File: src/design/bsah_pkg.sv
package bsah_pkg;

  localparam int CW         = 16;             // center width
  localparam int RAD_W      = CW - 1;
  localparam int BOX_W      = CW + 1;
  localparam int DIM_W      = BOX_W + 1;
  localparam int POS_W      = CW + 4;
  localparam int CMP_W      = CW + 6;         // 8*center and plane position
  localparam int DEPTH_W    = 6;
  localparam int CNT_OUT_W  = 11;
  localparam int AXIS_W     = 2;
  localparam int SPLIT_BINS = 8;
  localparam int BIN_SH     = $clog2(SPLIT_BINS);
  localparam int PLANE_W    = BIN_SH;
  localparam int SPH_W      = 3 * CW + RAD_W;
  localparam int AREA_W     = 2 * DIM_W + 2;
  localparam int COST_W     = 64;
  localparam int EV_STEP_W  = 4;
  localparam logic [DEPTH_W-1:0]  MAX_DEPTH_RST = DEPTH_W'(40);
  localparam logic [AXIS_W-1:0]   AXIS_LAST     = AXIS_W'(2);
  localparam logic [PLANE_W-1:0]  PLANE_LAST    = PLANE_W'(SPLIT_BINS - 1);
  localparam logic [EV_STEP_W-1:0] EV_STEP_LAST = EV_STEP_W'(8);

  typedef enum logic [2:0] {
    ST_LOAD, ST_DECIDE, ST_PLANE, ST_SCAN, ST_DRAIN, ST_EVAL, ST_EMIT
  } state_t;

  typedef enum logic [1:0] {
    EV_NONE, EV_MAC, EV_COST, EV_CMP
  } ev_op_t;

  typedef struct packed {
    logic                load;
    logic                plane_start;
    logic                rd_en;
    logic [AXIS_W-1:0]   axis;
    logic [PLANE_W-1:0]  plane;
    ev_op_t              ev_op;
    logic                ev_side;
    logic [1:0]          ev_term;
    logic                emit;
  } cmd_t;

  typedef struct packed {
    logic leaf;
    logic out_free;
  } status_t;

  function automatic logic signed [BOX_W-1:0] sph_lo(logic signed [CW-1:0] c,
                                                     logic [RAD_W-1:0] r);
    return BOX_W'(c) - $signed({2'b00, r});
  endfunction

  function automatic logic signed [BOX_W-1:0] sph_hi(logic signed [CW-1:0] c,
                                                     logic [RAD_W-1:0] r);
    return BOX_W'(c) + $signed({2'b00, r});
  endfunction

endpackage

File: src/design/bsah_ctrl.sv
module bsah_ctrl import bsah_pkg::*; #(
  parameter int AW    = 10,
  parameter int CNT_W = 11
) (
  input  logic             clk,
  input  logic             rst,
  input  logic             in_valid,
  input  logic             in_last,
  output logic             in_ready,
  input  status_t          st,
  input  logic [CNT_W-1:0] cnt,
  output cmd_t             cmd,
  output logic [AW-1:0]    rd_addr
);

  state_t               state, state_next;
  logic [AXIS_W-1:0]    axis, axis_next;
  logic [PLANE_W-1:0]   plane, plane_next;
  logic [AW-1:0]        k, k_next;
  logic [EV_STEP_W-1:0] step, step_next;

  always_ff @(posedge clk) begin
    if (rst) begin
      state <= ST_LOAD;
      axis  <= '0;
      plane <= '0;
      k     <= '0;
      step  <= '0;
    end else begin
      state <= state_next;
      axis  <= axis_next;
      plane <= plane_next;
      k     <= k_next;
      step  <= step_next;
    end
  end

  always_comb begin
    state_next  = state;
    axis_next   = axis;
    plane_next  = plane;
    k_next      = k;
    step_next   = step;
    in_ready    = 1'b0;
    cmd         = '0;
    cmd.ev_op   = EV_NONE;
    cmd.axis    = axis;
    cmd.plane   = plane;
    rd_addr     = k;
    unique case (state)
      ST_LOAD: begin
        in_ready = 1'b1;
        if (in_valid) begin
          cmd.load = 1'b1;
          if (in_last) state_next = ST_DECIDE;
        end
      end
      ST_DECIDE: begin
        if (st.leaf) begin
          state_next = ST_EMIT;
        end else begin
          axis_next  = '0;
          plane_next = PLANE_W'(1);
          state_next = ST_PLANE;
        end
      end
      ST_PLANE: begin
        cmd.plane_start = 1'b1;
        k_next          = '0;
        state_next      = ST_SCAN;
      end
      ST_SCAN: begin
        cmd.rd_en = 1'b1;
        if (CNT_W'(k) + CNT_W'(1) == cnt) begin
          state_next = ST_DRAIN;
        end else begin
          k_next = k + AW'(1);
        end
      end
      ST_DRAIN: begin
        // last read word is folded into the side boxes at the end of this cycle
        step_next  = '0;
        state_next = ST_EVAL;
      end
      ST_EVAL: begin
        if (step < EV_STEP_W'(6)) begin
          cmd.ev_op   = EV_MAC;
          cmd.ev_side = (step >= EV_STEP_W'(3));
          cmd.ev_term = (step >= EV_STEP_W'(3)) ? 2'(step - EV_STEP_W'(3)) : 2'(step);
        end else if (step < EV_STEP_LAST) begin
          cmd.ev_op   = EV_COST;
          cmd.ev_side = (step == EV_STEP_W'(7));
        end else begin
          cmd.ev_op   = EV_CMP;
        end
        if (step == EV_STEP_LAST) begin
          if (plane == PLANE_LAST) begin
            if (axis == AXIS_LAST) begin
              state_next = ST_EMIT;
            end else begin
              axis_next  = axis + AXIS_W'(1);
              plane_next = PLANE_W'(1);
              state_next = ST_PLANE;
            end
          end else begin
            plane_next = plane + PLANE_W'(1);
            state_next = ST_PLANE;
          end
        end else begin
          step_next = step + EV_STEP_W'(1);
        end
      end
      ST_EMIT: begin
        if (st.out_free) begin
          cmd.emit   = 1'b1;
          state_next = ST_LOAD;
        end
      end
      default: state_next = ST_LOAD;
    endcase
  end

  a_emit_to_load: assert property (@(posedge clk) disable iff (rst)
    cmd.emit |=> state == ST_LOAD)
    else $error("emit not followed by load state");

  a_scan_in_range: assert property (@(posedge clk) disable iff (rst)
    state == ST_SCAN |-> CNT_W'(k) < cnt)
    else $error("scan address beyond loaded count");

  a_split_needs_two: assert property (@(posedge clk) disable iff (rst)
    state == ST_PLANE |-> cnt >= CNT_W'(2))
    else $error("split search on fewer than two spheres");

endmodule

File: config.mk
export PLATFORM = sky130hd
export DESIGN_NAME = bsah_ctrl
export DESIGN_NICKNAME = d
export VERILOG_FILES = /design/src/design/bsah_pkg.sv /design/src/design/bsah_ctrl.sv
export SDC_FILE = /design/constraint.sdc
export NUM_CORES = 1
export LEC_CHECK = 0
export BUFFER_PORTS_ARGS = -buffer_cell sky130_fd_sc_hd__buf_2
export CAP_MARGIN = 20
export CORE_ASPECT_RATIO = 1.5
export CORE_MARGIN = 1.5
export CORE_UTILIZATION = 45
export CTS_CLUSTER_DIAMETER = 150
export DETAILED_ROUTE_END_ITERATION = 10
export PLACE_DENSITY = 0.69
export SYNTH_ARGS = -nofsm -noshare
export SYNTH_HDL_FRONTEND = slang
export SYNTH_SLANG_ARGS = --single-unit
File: constraint.sdc
create_clock -name clk -period 5.5 [get_ports clk]
set_input_delay 0.825 -clock clk [delete_from_list [all_inputs] [get_ports clk]]
set_output_delay 0.825 -clock clk [all_outputs]
set_load 0.02 [all_outputs]
==> Word-level counts from Yosys, hierarchy flattened <==
Cells that the tools add are included.
{ "op_classes": {"n_addsub": 6, "magnitude_cmp": 3, "eq_ne": 22, "muxes": 36, "n_reduce_logical": 9} }
{ "ops": {"columns": ["cell", "n"], "rows": [
  ["$mux 3", 13],
  ["$pmux 3 s7", 1],
  ["$ne 2x2->1 const B", 10],
  ["$pmux 10 s2", 1],
  ["$eq 3x3->1 const B", 4],
  ["$mux 2", 6],
  ["$add 10x1->11 const B", 1],
  ["$eq 11x11->1", 1],
  ["$add 10x1->10 const B", 1],
  ["$mux 10", 1],
  ["$reduce_and 5->1", 2],
  ["$mux 1", 9],
  ["$pmux 4 s2", 1],
  ["$eq 3x2->1 const B", 2],
  ["$pmux 3 s2", 1],
  ["$reduce_bool 2->1", 3],
  ["$mux 5", 1],
  ["$add 4x1->4 const B", 1],
  ["$eq 4x3->1 const B", 1],
  ["$eq 4x4->1 const B", 1],
  ["$ge 4x2->1 const B", 1],
  ["$lt 4x3->1 const B", 1],
  ["$lt 4x4->1 const B", 1],
  ["$mux 4", 1],
  ["10 further kinds", 11]
]} }
{ "totals": {"reg_bits": 22, "inputBits": 17, "output_inout_bits": 25, "elab_cells": 81} }

==> Longest topological paths before layout <==
{ "depth": {"ltp_word": 5, "mapped_depth": 10} }

==> Worst setup path after synthesis <==
No wires, ideal clock.
{ "synth_path": {"path_type": "flip-flop to output port", "from": "reg state[2]", "to": "out cmd[1] (netlist name)", "arrival_ns": 2.021, "setup_slack_ns": 2.654, "path_stages_with_launch": 5, "n_path_buf": 2, "cell_sequence": "dfxtp_1 clkbuf_1 nand3_1 clkbuf_1 a2111oi_0"} }
{ "synth_lines": {"columns": ["item", "line", "text"], "rows": [
  ["start, declared", "bsah_ctrl.sv:16", "state_t state, state_next;"],
  ["start signal, assigned", "bsah_ctrl.sv:30", "state <= state_next;"],
  ["end, declared", "bsah_ctrl.sv:12", "output cmd_t cmd,"]
]} }

==> key figures <==
Status
  – Status: finished clean

Cells and area
  – Fill count: 371
  – Fin util: 53.8%
  – Final non-filler cell total: 291
  – Fraction of layout cells with a size suffix above 1: 22.2%
  – Area Overhead vs Synth: 15.4%
  – Diodes inserted: 0
  – Multi-input logic area: 1140 sq um
  – Layout Nets: 271
  – Reg area: 440 sq um

Placed design
  – IO buf count: 41
  – Post-placement cell count: 287
  – DP HPWL: 2930 um
  – RD Place Congestion: 0.805

Die
  – Die H: 77.9 um
  – I/O pins: 42
  – Core area: 3610 sq um
  – Die X: 53.0 um
  – Initial core utilization: 46.6%
  – Die ar.: 4130 sq um
  – Row cnt: 27

Global route
  – Met3 Use GR: 2.50%
  – GR Util met2: 36.4%
  – Pin count of the biggest net entering global routing: 23
  – Number of global-route vias before repair: 1580
  – Met1 usage: 23.8%
  – Initial antenna violation count: 0
  – Overall Global Routing Usage: 20.7%
  – GR peak layer: met2
  – First-pass GRT wire length: 6700 um
  – GR Overflow Total: 0

Flow run
  – Max Cap Violations: 0

Logic synthesis
  – Sequential share of the synthesized area: 26.2%
  – Synth Warn #: 0
  – Top FF cell, synth: dfxtp_1
  – Yosys reg bits: 22
  – Gate Count Post-Synth: 219
  – Mapped Area: 1680 sq um
  – Syn Area/Cell: 7.69 sq um
  – Netlist cell types: 53
  – Net count after synthesis: 241
  – Asr flop ratio synth: 0%
  – Post-synth EDFFs: 0

Timing
  – Final slew viol count: 0
  – Worst slew margin: 46.7%
  – Max Freq: 326 MHz
  – Period utilization: 55.7%
  – Clock Skew: 1.39 ps
  – Fin Setup TNS: 0 ps
  – Final Hold Fails: 0
  – Slew @ Worst Pin: 795 ps
  – RSZ-0062 raised after global routing: false
  – Tmin final: 3060 ps
  – Setup-failing EPs final: 0

Detailed routing
  – Drt via density: 5.88
  – Drt first pass iters: 4
  – Total wire length: 3980 um
  – Number of vias in the routed layout: 1710
  – Detail Route Antenna Nets: 0
  – DR DRC count: 0
  – Wire per inst: 13.7 um
  – DRT iter0 DRCs: 30

Critical path
  – Crit-path max FO: 22
  – Crit-path slowest cell: dfxtp_1
  – Worst Setup End Kind: primary output
  – Arrival time at the worst endpoint: 2240 ps
  – Setup crit start kind: register
  – Crit path max-delay family: flip-flops
  – Worst Path Buf+Inv: 1
  – CP Cell Sequence: nand3_1, a2111oi_0, buf_2
  – Critical path required time: 4680 ps
  – Critical Path Max Stage Delay: 760 ps
  – Setup CP Type: register to primary output

Clock tree
  – Worst skew pair latency: 270 ps
  – Post-CTS Resized: 0
  – Post-CTS setup buffer count: 0
  – Num CTS Buffers: 3
  – Cts hold-fix bufs: 0
  – CTS clk-pin slew, worst paths: 80 ps
  – Clock sink count: 22
  – CTS Root Cell: clkbuf_8
  – CTS tree: built
  – Clk buf depth: 2
  – H-tree levels: 1

Power
  – Final Power: 0.372 mW
  – Worst IR drop on VDD: 168 uV
  – Pwr/cell area: 192 nW/um^2
  – Lkg Pwr: 0.784 nW

Hold path
  – Class of the worst hold path: register to register
==> where the power goes <==
part | total [mW] | switching [mW] | internal (mW)
Clock | 0.153 | 0.0560 | 0.0973
Sequential | 0.171 | 0.00871 | 0.162
Combinational | 0.0485 | 0.0282 | 0.0203
Total | 0.372 | 0.0929 | 0.279
==> cell type report <==
class	count	area share, %
clock inverter	1	1.55
multi-input combinational	173	58.6
timing repair buffer	42	10.9
sequential	22	22.7
tap	43	2.77
inverter	7	1.35
clock buffer	3	2.12
==> worst min-delay path, cell delays in order (launching register included) <==
cell and delay [ps]:
dfxtp_1 340, nor2_1 100, nor3_1 50
==> synth_stat cells (2+ instances only) <==
cell type,count,area share (%)
nor2_1,26,5.8
dfxtp_1,22,26
nand2_1,16,3.6
a21oi_1,11,3.3
nor3_1,11,3.3
o21ai_0,10,3.0
clkbuf_1,8,1.8
xor2_1,8,4.2
inv_1,7,1.6
buf_2,6,1.8
mux2i_1,6,3.6
nand3_1,6,1.8
o31ai_1,6,2.7
ha_1,5,3.7
o311ai_0,5,2.6
xnor2_1,5,2.6
and3_1,4,1.5
a21o_1,3,1.3
a31oi_1,3,1.1
and2_1,3,1.1
nand2b_1,3,1.1
nand3b_1,3,1.3
nor4_1,3,1.1
nor4b_1,3,1.6
buf_4,2,0.89
nand4_1,2,0.74
nor3_2,2,1.2
nor3b_1,2,0.89
nor4bb_1,2,1.2
o211ai_1,2,0.89
or2_2,2,0.74
==> path summary, 6_finish.rpt <==
path	start	end	slack (ps)	cells past startpoint
worst max-delay path	state[0]	cmd[1]	2440	3
worst min-delay path	plane[0]	plane[0]	530	2
worst max register to register	rd_addr[0]	rd_addr[2]	2450	8
worst min register to register	plane[0]	plane[0]	530	2
==> per-layer routing <==
layer	vias up	part of all wire, %
met1	798	43
met5	-	0
li1	861	-
met3	8	4.3
met2	43	51
met4	0	2.0
==> stage by stage <==
step                setup WS (ps)  hold WS (ps)  cell area (sq um)
global placement             2510           504               1870
detailed placement           2490           517               1870
CTS                          2440           533               1940
finish                       2440           528               1940
floorplan                    2650           490               1680
global route                 2190           579               1940
==> registers in the layout, summed over array words and instances, names as in the netlist <==
signal and count:
plane 3, rd_addr 10, axis 2, state 3, step 4
==> placed cells by master, fill, tap and decap left out, drive strengths merged, types with 4 or more instances in the layout <==
master | netlist | routed
inv | 7 | 7
and3 | 4 | 4
ha | 5 | 5
nand2 | 16 | 16
nand3 | 7 | 7
o311ai | 5 | 5
buf | 9 | 42
xnor2 | 5 | 5
mux2i | 6 | 6
nor3 | 13 | 13
nor2 | 26 | 26
o31ai | 6 | 6
a21oi | 11 | 11
xor2 | 8 | 8
dfxtp | 22 | 22
o21ai | 10 | 10
==> kinds of logic (layout without fill, tap and decap cells) <==
| kind of cell | count (synthesis) | after routing | synth area share (%) |
|---|---|---|---|
| AND/OR/NAND/NOR | 98 | 98 | 32.5 |
| buffers and inverters | 24 | 53 | 6.24 |
| AO/OA/AOI/OAI | 50 | 50 | 20.4 |
| XOR/XNOR | 13 | 13 | 6.76 |
| adder cells (fa/ha/maj) | 5 | 5 | 3.71 |
| flip-flops | 22 | 22 | 26.2 |
| multiplexers | 7 | 7 | 4.23 |
Note: power is estimated with default switching activity, not from simulation.
